$ cat src/rtl/lkvc_pkg.sv
// Package: sizes, operation codes and shared types of the LRU key/value cache.
`default_nettype none

package lkvc_pkg;

	localparam int ENTRIES    = 16;
	localparam int KEY_BITS   = 32;
	localparam int VALUE_BITS = 32;
	localparam int SLOT_BITS  = (ENTRIES > 1) ? $clog2(ENTRIES) : 1;
	localparam int COUNT_BITS = $clog2(ENTRIES + 1);
	localparam int CFG_BITS   = 5;

	localparam logic [CFG_BITS-1:0] CAPACITY_RESET = CFG_BITS'(16);

	typedef enum logic [1:0] {
		OP_LOOKUP = 2'd0,
		OP_INSERT = 2'd1,
		OP_REMOVE = 2'd2,
		OP_CLEAR  = 2'd3
	} op_t;

	typedef logic [KEY_BITS-1:0]   key_t;
	typedef logic [VALUE_BITS-1:0] value_t;
	typedef logic [SLOT_BITS-1:0]  slot_t;
	typedef logic [SLOT_BITS-1:0]  rank_t;
	typedef logic [COUNT_BITS-1:0] count_t;
	typedef logic [CFG_BITS-1:0]   cfg_t;

	typedef struct packed {
		op_t    op;
		key_t   key;
		value_t value;
	} req_t;

	typedef struct packed {
		logic  hit;
		slot_t slot;
		rank_t rank;
	} match_t;

	typedef struct packed {
		logic   hit;
		value_t value_out;
		logic   evicted;
		key_t   evicted_key;
		value_t evicted_value;
		count_t entries_in_use;
	} result_t;

endpackage

`default_nettype wire

$ cat src/rtl/lkvc_ifs.sv
// Interfaces: request and response channels of the LRU key/value cache.
`default_nettype none

interface lkvc_req_if import lkvc_pkg::*; ();
	logic       valid;
	logic       ready;
	logic [1:0] operation;
	key_t       key;
	value_t     value;

	modport source(output valid, operation, key, value, input ready);
	modport sink(input valid, operation, key, value, output ready);
endinterface

interface lkvc_rsp_if import lkvc_pkg::*; ();
	logic   valid;
	logic   ready;
	logic   hit;
	value_t value_out;
	logic   evicted;
	key_t   evicted_key;
	value_t evicted_value;
	count_t entries_in_use;

	modport source(output valid, hit, value_out, evicted, evicted_key, evicted_value,
		entries_in_use, input ready);
	modport sink(input valid, hit, value_out, evicted, evicted_key, evicted_value,
		entries_in_use, output ready);
endinterface

`default_nettype wire

$ cat src/rtl/lkvc_match.sv
// Parallel key compare over all entries with a priority encoder for the hit slot.
`default_nettype none

module lkvc_match import lkvc_pkg::*; (
	input  logic [ENTRIES-1:0] entry_valid,
	input  key_t               key_store    [ENTRIES],
	input  rank_t              recency_rank [ENTRIES],
	input  key_t               key,
	output match_t             lookup
);

	// keys are unique among valid entries; lowest slot wins anyway
	always_comb begin
		lookup = '0;
		for (int i = ENTRIES - 1; i >= 0; i--) begin
			if (entry_valid[i] && key_store[i] == key) begin
				lookup.hit  = 1'b1;
				lookup.slot = slot_t'(i);
				lookup.rank = recency_rank[i];
			end
		end
	end

endmodule

`default_nettype wire

$ cat src/rtl/lkvc_store.sv
// Entry state (keys, values, valid bits, recency ranks, count) and its update per item.
`default_nettype none

module lkvc_store import lkvc_pkg::*; (
	input  logic               clk,
	input  logic               arst_n,
	input  logic               fire,
	input  req_t               req,
	input  cfg_t               capacity,
	input  match_t             lookup,
	output logic [ENTRIES-1:0] entry_valid,
	output key_t               key_store    [ENTRIES],
	output rank_t              recency_rank [ENTRIES],
	output result_t            result
);

	key_t               key_store_q [ENTRIES];
	value_t             value_store [ENTRIES];
	logic [ENTRIES-1:0] valid_q;
	rank_t              rank_q [ENTRIES];
	count_t             count_q;

	logic [ENTRIES-1:0] valid_n;
	rank_t              rank_n [ENTRIES];
	count_t             count_n;

	count_t             cap_eff;
	count_t             cap_m1;
	rank_t              oldest;
	logic               do_evict;
	logic [ENTRIES-1:0] evict_mask;
	slot_t              evict_slot;
	slot_t              free_slot;
	slot_t              rd_slot;
	value_t             rd_value;
	key_t               rd_key;
	logic               key_wr;
	logic               val_wr;
	slot_t              wr_slot;

	assign entry_valid  = valid_q;
	assign key_store    = key_store_q;
	assign recency_rank = rank_q;

	// capacity 0 acts as 1, anything above the store size as the store size
	always_comb begin
		if (capacity == '0) begin
			cap_eff = count_t'(1);
		end else if (int'(capacity) > ENTRIES) begin
			cap_eff = count_t'(ENTRIES);
		end else begin
			cap_eff = count_t'(capacity);
		end
	end

	assign cap_m1   = cap_eff - count_t'(1);
	assign oldest   = rank_t'(count_q - count_t'(1));
	assign do_evict = (req.op == OP_INSERT) && !lookup.hit && (count_q >= cap_eff);

	always_comb begin
		evict_slot = '0;
		free_slot  = '0;
		for (int i = ENTRIES - 1; i >= 0; i--) begin
			evict_mask[i] = do_evict && valid_q[i] && (count_t'(rank_q[i]) >= cap_m1);
			if (valid_q[i] && rank_q[i] == oldest) begin
				evict_slot = slot_t'(i);
			end
			if (!valid_q[i] || evict_mask[i]) begin
				free_slot = slot_t'(i);
			end
		end
	end

	assign rd_slot  = (req.op == OP_LOOKUP) ? lookup.slot : evict_slot;
	assign rd_value = value_store[rd_slot];
	assign rd_key   = key_store_q[evict_slot];

	always_comb begin
		valid_n = valid_q;
		rank_n  = rank_q;
		count_n = count_q;
		key_wr  = 1'b0;
		val_wr  = 1'b0;
		wr_slot = lookup.slot;
		unique case (req.op)
			OP_LOOKUP, OP_INSERT: begin
				if (lookup.hit) begin
					// promote: everything more recent than the hit ages by one
					for (int i = 0; i < ENTRIES; i++) begin
						if (valid_q[i] && rank_q[i] < lookup.rank) begin
							rank_n[i] = rank_q[i] + rank_t'(1);
						end
					end
					rank_n[lookup.slot] = '0;
					val_wr = (req.op == OP_INSERT);
				end else if (req.op == OP_INSERT) begin
					for (int i = 0; i < ENTRIES; i++) begin
						if (evict_mask[i]) begin
							valid_n[i] = 1'b0;
							rank_n[i]  = '0;
						end else if (valid_q[i]) begin
							rank_n[i] = rank_q[i] + rank_t'(1);
						end
					end
					valid_n[free_slot] = 1'b1;
					rank_n[free_slot]  = '0;
					key_wr  = 1'b1;
					val_wr  = 1'b1;
					wr_slot = free_slot;
					count_n = (do_evict ? cap_m1 : count_q) + count_t'(1);
				end
			end
			OP_REMOVE: begin
				if (lookup.hit) begin
					for (int i = 0; i < ENTRIES; i++) begin
						if (valid_q[i] && rank_q[i] > lookup.rank) begin
							rank_n[i] = rank_q[i] - rank_t'(1);
						end
					end
					valid_n[lookup.slot] = 1'b0;
					rank_n[lookup.slot]  = '0;
					if (count_q != '0) begin
						count_n = count_q - count_t'(1);
					end
				end
			end
			OP_CLEAR: begin
				valid_n = '0;
				for (int i = 0; i < ENTRIES; i++) begin
					rank_n[i] = '0;
				end
				count_n = '0;
			end
		endcase
	end

	always_comb begin
		result                = '0;
		result.hit            = lookup.hit && (req.op != OP_CLEAR);
		result.value_out      = (req.op == OP_LOOKUP && lookup.hit) ? rd_value : '0;
		result.evicted        = do_evict;
		result.evicted_key    = do_evict ? rd_key : '0;
		result.evicted_value  = do_evict ? rd_value : '0;
		result.entries_in_use = count_n;
	end

	always_ff @(posedge clk or negedge arst_n) begin
		if (!arst_n) begin
			valid_q <= '0;
			count_q <= '0;
			for (int i = 0; i < ENTRIES; i++) begin
				rank_q[i] <= '0;
			end
		end else if (fire) begin
			valid_q <= valid_n;
			rank_q  <= rank_n;
			count_q <= count_n;
		end
	end

	always_ff @(posedge clk) begin
		if (fire && key_wr) begin
			key_store_q[wr_slot] <= req.key;
		end
		if (fire && val_wr) begin
			value_store[wr_slot] <= req.value;
		end
	end

endmodule

`default_nettype wire

$ cat src/rtl/lru_key_value_cache_top.sv
// Top level: input register, capacity register, entry state and result register.
//
//  channel  | dir | handshake    | payload
//  ---------+-----+--------------+--------------------------------------------
//  req      | in  | valid/ready  | operation, key, value
//  rsp      | out | valid/ready  | hit, value_out, evicted, evicted_key,
//           |     |              | evicted_value, entries_in_use
//  cfg      | in  | cfg_we       | cfg_data = capacity_in_use
//
// One item per cycle sustained while rsp is not stalled; an accepted item sits
// in the input register for one pass of compare and rank update, then lands in
// the result register, where its result is valid. Reset empties the store and
// sets capacity to 16. A stalled rsp holds the result and the item waiting in
// the input register; req.ready drops only while both are occupied and rsp is
// stalled.
`default_nettype none

module lru_key_value_cache_top import lkvc_pkg::*; (
	input  logic          clk,
	input  logic          arst_n,
	lkvc_req_if.sink      req,
	lkvc_rsp_if.source    rsp,
	input  logic          cfg_we,
	input  cfg_t          cfg_data
);

	logic               valid_s1;
	req_t               req_s1;
	logic               rsp_valid_q;
	result_t            result_q;
	cfg_t               capacity_q;
	logic               advance;

	logic [ENTRIES-1:0] entry_valid;
	key_t               key_store    [ENTRIES];
	rank_t              recency_rank [ENTRIES];
	match_t             lookup;
	result_t            result;

	assign advance   = valid_s1 && (!rsp_valid_q || rsp.ready);
	assign req.ready = !valid_s1 || advance;

	lkvc_match u_match (
		.entry_valid  (entry_valid),
		.key_store    (key_store),
		.recency_rank (recency_rank),
		.key          (req_s1.key),
		.lookup       (lookup)
	);

	lkvc_store u_store (
		.clk          (clk),
		.arst_n       (arst_n),
		.fire         (advance),
		.req          (req_s1),
		.capacity     (capacity_q),
		.lookup       (lookup),
		.entry_valid  (entry_valid),
		.key_store    (key_store),
		.recency_rank (recency_rank),
		.result       (result)
	);

	always_ff @(posedge clk or negedge arst_n) begin
		if (!arst_n) begin
			valid_s1    <= 1'b0;
			rsp_valid_q <= 1'b0;
			capacity_q  <= CAPACITY_RESET;
		end else begin
			if (req.ready) begin
				valid_s1 <= req.valid;
			end
			if (advance) begin
				rsp_valid_q <= 1'b1;
			end else if (rsp.ready) begin
				rsp_valid_q <= 1'b0;
			end
			if (cfg_we) begin
				capacity_q <= cfg_data;
			end
		end
	end

	always_ff @(posedge clk) begin
		if (req.valid && req.ready) begin
			req_s1.op    <= op_t'(req.operation);
			req_s1.key   <= req.key;
			req_s1.value <= req.value;
		end
		if (advance) begin
			result_q <= result;
		end
	end

	assign rsp.valid          = rsp_valid_q;
	assign rsp.hit            = result_q.hit;
	assign rsp.value_out      = result_q.value_out;
	assign rsp.evicted        = result_q.evicted;
	assign rsp.evicted_key    = result_q.evicted_key;
	assign rsp.evicted_value  = result_q.evicted_value;
	assign rsp.entries_in_use = result_q.entries_in_use;

	a_count_bound: assert property (@(posedge clk) disable iff (!arst_n)
		rsp.valid |-> (int'(rsp.entries_in_use) <= ENTRIES))
		else $error("entry count above store size");

	a_evict_only_on_miss: assert property (@(posedge clk) disable iff (!arst_n)
		(rsp.valid && rsp.evicted) |-> !rsp.hit)
		else $error("eviction reported together with a hit");

	a_advance_gives_result: assert property (@(posedge clk) disable iff (!arst_n)
		advance |=> rsp.valid)
		else $error("processed item produced no result");

	a_no_accept_when_full: assert property (@(posedge clk) disable iff (!arst_n)
		(valid_s1 && rsp_valid_q && !rsp.ready) |-> !req.ready)
		else $error("item accepted while both stages are held");

endmodule

`default_nettype wire

$ cat src/flat_wrapper.sv
// flat-port wrapper written by rule: the top's interface ports become plain ports
module lru_key_value_cache_top_flat import lkvc_pkg::*;
  (clk, arst_n, cfg_we, cfg_data, req_valid, req_operation, req_key, req_value, req_ready, rsp_valid, rsp_hit, rsp_value_out, rsp_evicted, rsp_evicted_key, rsp_evicted_value, rsp_entries_in_use, rsp_ready);
  lkvc_req_if req_i ();
  lkvc_rsp_if rsp_i ();
  input  logic clk;
  input  logic arst_n;
  input  logic cfg_we;
  input  cfg_t cfg_data;
  input wire logic [$bits(req_i.valid)-1:0] req_valid;
  input wire logic [$bits(req_i.operation)-1:0] req_operation;
  input wire logic [$bits(req_i.key)-1:0] req_key;
  input wire logic [$bits(req_i.value)-1:0] req_value;
  output wire logic [$bits(req_i.ready)-1:0] req_ready;
  output wire logic [$bits(rsp_i.valid)-1:0] rsp_valid;
  output wire logic [$bits(rsp_i.hit)-1:0] rsp_hit;
  output wire logic [$bits(rsp_i.value_out)-1:0] rsp_value_out;
  output wire logic [$bits(rsp_i.evicted)-1:0] rsp_evicted;
  output wire logic [$bits(rsp_i.evicted_key)-1:0] rsp_evicted_key;
  output wire logic [$bits(rsp_i.evicted_value)-1:0] rsp_evicted_value;
  output wire logic [$bits(rsp_i.entries_in_use)-1:0] rsp_entries_in_use;
  input wire logic [$bits(rsp_i.ready)-1:0] rsp_ready;
  assign req_i.valid = req_valid;
  assign req_i.operation = req_operation;
  assign req_i.key = req_key;
  assign req_i.value = req_value;
  assign req_ready = req_i.ready;
  assign rsp_valid = rsp_i.valid;
  assign rsp_hit = rsp_i.hit;
  assign rsp_value_out = rsp_i.value_out;
  assign rsp_evicted = rsp_i.evicted;
  assign rsp_evicted_key = rsp_i.evicted_key;
  assign rsp_evicted_value = rsp_i.evicted_value;
  assign rsp_entries_in_use = rsp_i.entries_in_use;
  assign rsp_i.ready = rsp_ready;
  lru_key_value_cache_top u_core (.clk(clk), .arst_n(arst_n), .req(req_i), .rsp(rsp_i), .cfg_we(cfg_we), .cfg_data(cfg_data));
endmodule
$ cat config.mk
export PLATFORM = sky130hd
export DESIGN_NAME = lru_key_value_cache_top_flat
export DESIGN_NICKNAME = d
export VERILOG_FILES = /design/src/rtl/lkvc_pkg.sv /design/src/rtl/lkvc_ifs.sv /design/src/rtl/lkvc_match.sv /design/src/rtl/lkvc_store.sv /design/src/rtl/lru_key_value_cache_top.sv /design/src/flat_wrapper.sv
export SDC_FILE = /design/constraint.sdc
export NUM_CORES = 2
export LEC_CHECK = 0
export BUFFER_PORTS_ARGS = -buffer_cell sky130_fd_sc_hd__buf_2
export CELL_PAD_IN_SITES_DETAIL_PLACEMENT = 0
export CELL_PAD_IN_SITES_GLOBAL_PLACEMENT = 1
export CORE_MARGIN = 2
export CORE_UTILIZATION = 50
export CTS_BUF_LIST = sky130_fd_sc_hd__clkbuf_8 sky130_fd_sc_hd__clkbuf_16
export DETAILED_ROUTE_END_ITERATION = 8
export HOLD_SLACK_MARGIN = 0.12
export PLACE_DENSITY = 0.81
export SLEW_MARGIN = 15
export SYNTH_ARGS = -nofsm -noshare
export SYNTH_HDL_FRONTEND = slang
export SYNTH_SLANG_ARGS = --single-unit
$ cat constraint.sdc
create_clock -name clk -period 8.5 [get_ports clk]
set_input_delay 0.85 -clock clk [delete_from_list [all_inputs] [get_ports clk]]
set_output_delay 0.85 -clock clk [all_outputs]
set_load 0.03 [all_outputs]
### Word-level counts from Yosys, hierarchy flattened

Memory sizes are Yosys's and may differ from the RTL's.
Cells that the tools add are included.

| cells by class | value |
|---|---|
| muxes and demuxes | 331 |
| eq/ne operators | 40 |
| reductions and logical operators | 153 |
| bitwise logic cells | 12 |
| order comparisons | 61 |
| add/subtract/negate cells | 35 |

Operator list:

| kind | number |
|---|---|
| two-way mux 4 bit | 214 |
| bitwise mux 512 bit | 1 |
| equality test 32 bit | 16 |
| AND 64 bit | 3 |
| two-way mux 64 bit | 3 |
| one-hot mux 64 bit (3 select lines) | 1 |
| two-way mux 9 bit | 16 |
| binary-select mux 32 bit (select 4 bit) | 1 |
| demux 32 bit (select 4 bit) | 1 |
| NOT 64 bit | 2 |
| logical AND 1 bit | 109 |
| two-way mux 32 bit | 3 |
| greater-or-equal comparator 4 x 5 -> 1 bit | 16 |
| two-way mux 1 bit | 75 |
| adder 4 x 1 -> 4 bit, second input constant | 16 |
| equality test 4 bit | 16 |
| > comparator 4 bit | 16 |
| less-than comparator 4 bit | 16 |
| subtractor 4 x 1 -> 4 bit, second input constant | 16 |
| two-way mux 16 bit | 3 |
| one-hot mux 16 bit (3 select lines) | 1 |
| two-way mux 5 bit | 7 |
| demux 4 bit (select 4 bit) | 2 |
| greater-or-equal comparator 5 bit, second input constant | 4 |
| other kinds (26) | 74 |

| storage, ports and cells | value |
|---|---|
| bits in registers | 773 |
| bits in writable memories | 512 |
| bits of input ports | 76 |
| memories kept | 1 |
| word-level logic and storage cells | 679 |

Memory list:

| memory | depth | bits a word | rd ports | clocked after Yosys merged registers in | write ports | RTL line | text |
|---|---|---|---|---|---|---|---|
| u_core.u_store.value_store | 16 | 32 | 1 | 0 | 1 | lkvc_store.sv:18 | `value_t value_store [ENTRIES];` |

### Longest topological paths before layout

| depth | value |
|---|---|
| word-level depth | 50 |
| depth in mapped cells | 31 |

### Modules after synthesis

Synthesis repeated with hierarchy kept, for this count alone.

| second synthesis, totals | value |
|---|---|
| cells, all modules | 5839 |
| area, all modules | 67448.4 µm² |

Modules (own cells, without submodules):

| module | seq. area each (µm²) | instances | area each (µm²) | cells an instance |
|---|---|---|---|---|
| lkvc_store | 32876.5 | 1 | 55062.8 | 4740 |
| lkvc_match | 0.0 | 1 | 7039.3 | 912 |
| lru_key_value_cache_top | 5251.3 | 1 | 5346.4 | 187 |

### Worst setup path before layout

OpenSTA, ideal clock, no wires.

| timing | value |
|---|---|
| path kind | reg-to-reg |
| start point | register u_core.capacity_q[1] (netlist name) |
| end point | register u_core.u_store.key_store_q, in the netlist u_core.u_store.key_store[288], enable pin |
| data arrival time | 5.788 ns |
| path buffers | 0 |
| path slack | 2.291 ns |
| cell stages (with the launch flop) | 20 |
| period minus slack after synthesis | 6.209 ns |
| path through | dfrtp_1 -> nor3_1 -> nor2_1 -> nor2_1 -> inv_1 -> ha_1 -> xor2_1 -> ha_1 -> a21o_1 -> a21oi_1 -> o22ai_1 -> or3_1 -> nor3_1 -> o21ai_0 -> nor3b_1 -> a21oi_1 -> and3_1 -> nand2b_1 -> or2_2 -> nor2_1 |

RTL lines:

| what | RTL line | text |
|---|---|---|
| end signal, assigned by index | lkvc_store.sv:163 | `key_store_q[wr_slot] <= req.key;` |
| end, declared | lkvc_store.sv:17 | `key_t key_store_q [ENTRIES];` |

### Final worst setup path

| timing | value |
|---|---|
| start point | register u_core.req_s1[43] (netlist name) |
| end point | register u_core.u_store.key_store_q, in the netlist u_core.u_store.key_store[117], enable pin |

| on the way | value |
|---|---|
| word-level cells in the longest chain between the ends | 21 |

RTL lines:

| what | RTL line | text |
|---|---|---|
| equality test 32 bit | lkvc_match.sv:16 | `if (entry_valid[i] && key_store[i] == key) begin` |
| logical AND 1 bit | lkvc_match.sv:16 |  |
| two-way mux 9 bit (15 in a row) | lkvc_match.sv:16 |  |
| two-way mux 9 bit * | lkvc_match.sv:16 |  |
| two-way mux 1 bit * | lkvc_store.sv:87 | `if (lookup.hit) begin` |
| two-way mux 1 bit * | lkvc_store.sv:85 | `unique case (req.op)` |
| logical AND 1 bit * | lkvc_store.sv:162 | `if (fire && key_wr) begin` |

Every way passes the cells marked *; elsewhere a longest branch is shown, timed or not.
A chain may end at the register's enable or synchronous reset.

==> run_results.csv <==
group,metric,value,unit
clock_tree,clock-sinks,1285,
floorplan,die_x,367,um
drt,wl_per_cell,29.9,um
critical_path,startpoint_type,"flop",
placed_design,dp_hpwl,153,mm
sta,setup_viol,0,
clock_tree,cts-resized-gates,0,
floorplan,die_h,367,um
clock_tree,tritoncts,"yes",
logic_synthesis,synth_edf_count,1193,
run,cap_viol_max_count,0,
global_route,grt-ovfl-total,0,
drt,num_vias,48600,
placed_design,gp_congestion,1.04,
logic_synthesis,syn_inst,5572,
pwr,p_leak,26.5,nW
sta,skew,39.5,ps
sta,drv_slew,0,
sta,period_share,83.5,%
drt,drt_iter0_drc,6596,
placed_design,pre_cts_ws,1750,ps
critical_path,slowest_delay,820,ps
critical_path,reg2reg_slack,1400,ps
logic_synthesis,synth_fp_nets,5817,
sta,finalWorstSetupSlack,1400,ps
floorplan,core,0.131,mm^2
sta,hold_viol_final,0,
floorplan,io_pins,181,
logic_synthesis,synth_ff_type,"edfxtp_1",
cells_and_area,final_common_cell,"edfxtp_1",
logic_synthesis,synth_simple_gate_area_share,13.8,%
clock_tree,clockRootBuffer,"clkbuf_16",
critical_path,critPathArrivalTime,7520,ps
floorplan,initial_core_util,50.2,%
logic_synthesis,synth_compound_area_share,9.69,%
critical_path,crit_path_cell_trace,"buf_4, xor2_1, nor4_1, nand4_1, nor4_2, nor4_4, nand4_4, buf_4, nor2_2, a211oi_1, a31oi_1, nand2b_1, or2_2, nor2_4, buf_4",
critical_path,critPathRequiredTime,8920,ps
cells_and_area,syn2layout_area_growth,11.8,%
status,status,"finished clean",
global_route,grt_use_total,33.1,%
drt,avgViaCountPerCell,6.38,
logic_synthesis,synth_cell_type_count,106,
drt,ant_nets,0,
clock_tree,clk_latency,800,ps
pwr,p_per_area,271,mW/mm^2
logic_synthesis,seq_area_frac_synth,57.9,%
logic_synthesis,synth-seq-cells,1285,
global_route,first_global_vias,45600,
clock_tree,cts_setup_buffers,0,
sta,holdWs,231,ps
critical_path,worstSetupPathType,"reg2reg",
logic_synthesis,synth.area.top_cells,"edfxtp_1 (54%), nand2_1 (4.6%), xor2_1 (4.5%), mux2i_1 (4.0%), dfrtp_1 (3.5%)",
sta,setup_tns,0,ps
drt,wl,227,mm
logic_synthesis,synthMuxAreaShare,4.43,%
critical_path,worst-path-buf-inv,3,
clock_tree,ctsHoldBuffers,1,
global_route,grt_max_degree,129,
critical_path,crit_family,"simple AND/OR/NAND/NOR gates",
clock_tree,htreeDepth,4,
min_path,hold_path.class,"in2reg",
drt,drc,0,
clock_tree,clockBufferDepth,3,
cells_and_area,final_cell_mix,"edfxtp_1 (1,193), nand2_1 (812), xor2_1 (336), mux2i_1 (261), nand3_1 (251)",
logic_synthesis,yosys.area.top_type_share,54.4,%
cells_and_area,final_core_util,56.2,%
sta,worst_pin_slew,1190,ps
logic_synthesis,ys_warn_count,0,
critical_path,crit_fanout,32,
sta,rsz0062_at_grt,"no",
logic_synthesis,syn_area,0.0659,mm^2
critical_path,critPathSlowestCell,"nor4_1",
placed_design,numPortBuffers,180,
logic_synthesis,synthXorXnorAreaFrac,7.81,%
floorplan,placement_rows,133,
pwr,ir_drop,0.232,mV
logic_synthesis,yosysTopAreaCell,"edfxtp_1",
floorplan,die-area,0.135,mm^2
drt,dr.pass1.iters,6,
clock_tree,clkTransAtPathRegs,60,ps
critical_path,crit_top_cell,"buf_4",
sta,period_minus_slack,7100,ps
logic_synthesis,synthAdderAreaFrac,3.21,%
clock_tree,cts_buffers,138,
critical_path,end_kind,"flop",
cells_and_area,drive_above_1_share,11.9,%
sta,slew_headroom,20.2,%
global_route,antenna_found_initial,8,
logic_synthesis,async_reset_ff_share,7.16,%
global_route,grt_first_pass_wirelength,326,mm
cells_and_area,nets,5986,
logic_synthesis,synth_top_family_by_area,"simple AND/OR/NAND/NOR gates",
sta,fmax,0.141,GHz
logic_synthesis,avgSynthCellArea,11.8,um^2
final timing paths:
kind	start	endpoint	depth (start not counted)
setup / recovery	u_core.req_s1[43]$_DFFE_PP_	u_core.u_store.key_store[117]$_DFFE_PP_	15
hold / removal	req_key[24]	u_core.req_s1[56]$_DFFE_PP_	1
setup reg to reg	u_core.req_s1[43]$_DFFE_PP_	u_core.u_store.key_store[117]$_DFFE_PP_	15
hold reg to reg	u_core.valid_s1$_DFFE_PN0N_	u_core.rsp.valid$_DFFE_PN0P_	1
max in group asynchronous	arst_n	u_core.valid_s1$_DFFE_PN0N_	3
min in group asynchronous	arst_n	u_core.u_store.recency_rank[18]$_DFFE_PN0P_	2
state kept, by name, indices dropped and copies added (netlist names), 5 cells and up:
register / count
u_core.u_store.entry_valid: 16
u_core.u_store.value_store: 512
u_core.u_store.key_store: 512
u_core.u_store.recency_rank: 64
u_core.u_store.count_q: 5
u_core.rsp.evicted_value: 32
u_core.req_s1: 66
u_core.rsp.evicted_key: 32
u_core.rsp.entries_in_use: 5
u_core.capacity_q: 5
u_core.rsp.value_out: 32
synth_stat cells, types with 89 or more instances:
library cell and n:
nand4_1 143, ha_1 169, dfrtp_1 91, nor4_1 89, nor2_1 220, mux2i_1 261, xor2_1 338, nand2_1 813
a21oi_1 147, clkbuf_1 199, nand3_1 252, edfxtp_1 1193, a311oi_1 102, o21ai_0 172, xnor2_1 234, a211oi_1 126
kinds of logic after synthesis:
| family | count (synthesis) |
|---|---|
| flip-flops | 1285 |
| XOR/XNOR | 578 |
| AO/OA/AOI/OAI | 931 |
| multiplexers | 288 |
| buffers and inverters | 429 |
| AND/OR/NAND/NOR | 1892 |
| adder cells (fa/ha/maj) | 169 |
power breakdown:
part	internal, mW	switching (mW)
sequential	7.14	0.430
clock	3.26	2.59
combinational	2.16	4.37
total	12.6	7.39
final cells by class:
| cell class | count | area, um^2 |
|---|---|---|
| Inverter | 82 | 313 |
| Sequential cell | 1285 | 38100 |
| Clock inverter | 106 | 853 |
| Timing Repair Buffer | 376 | 2550 |
| Fill cell | 11000 | 57500 |
| Tap cell | 1755 | 2200 |
| Clock buffer | 143 | 3530 |
| Multi-Input combinational cell | 3858 | 26100 |
| Antenna cell | 6 | 15.0 |
stage by stage:
| step | cell area [um^2] | std cells | power [mW] |
|---|---|---|---|
| global route | 73700 | 7605 | 20.6 |
| floorplan | 65900 | 5572 | 11.7 |
| detailed placement | 69300 | 7355 | 14.1 |
| global placement | 69300 | 7355 | 14.0 |
| CTS | 73700 | 7605 | 19.9 |
| finish | 73700 | 7611 | 19.9 |
per-layer routing:
layer	wire (um)	GRT usage (%)
met2	100000	49.3
met3	24900	8.04
met5	54	0
met4	9500	13.1
met1	92800	46.7
Power figures use the tool's default switching activity.
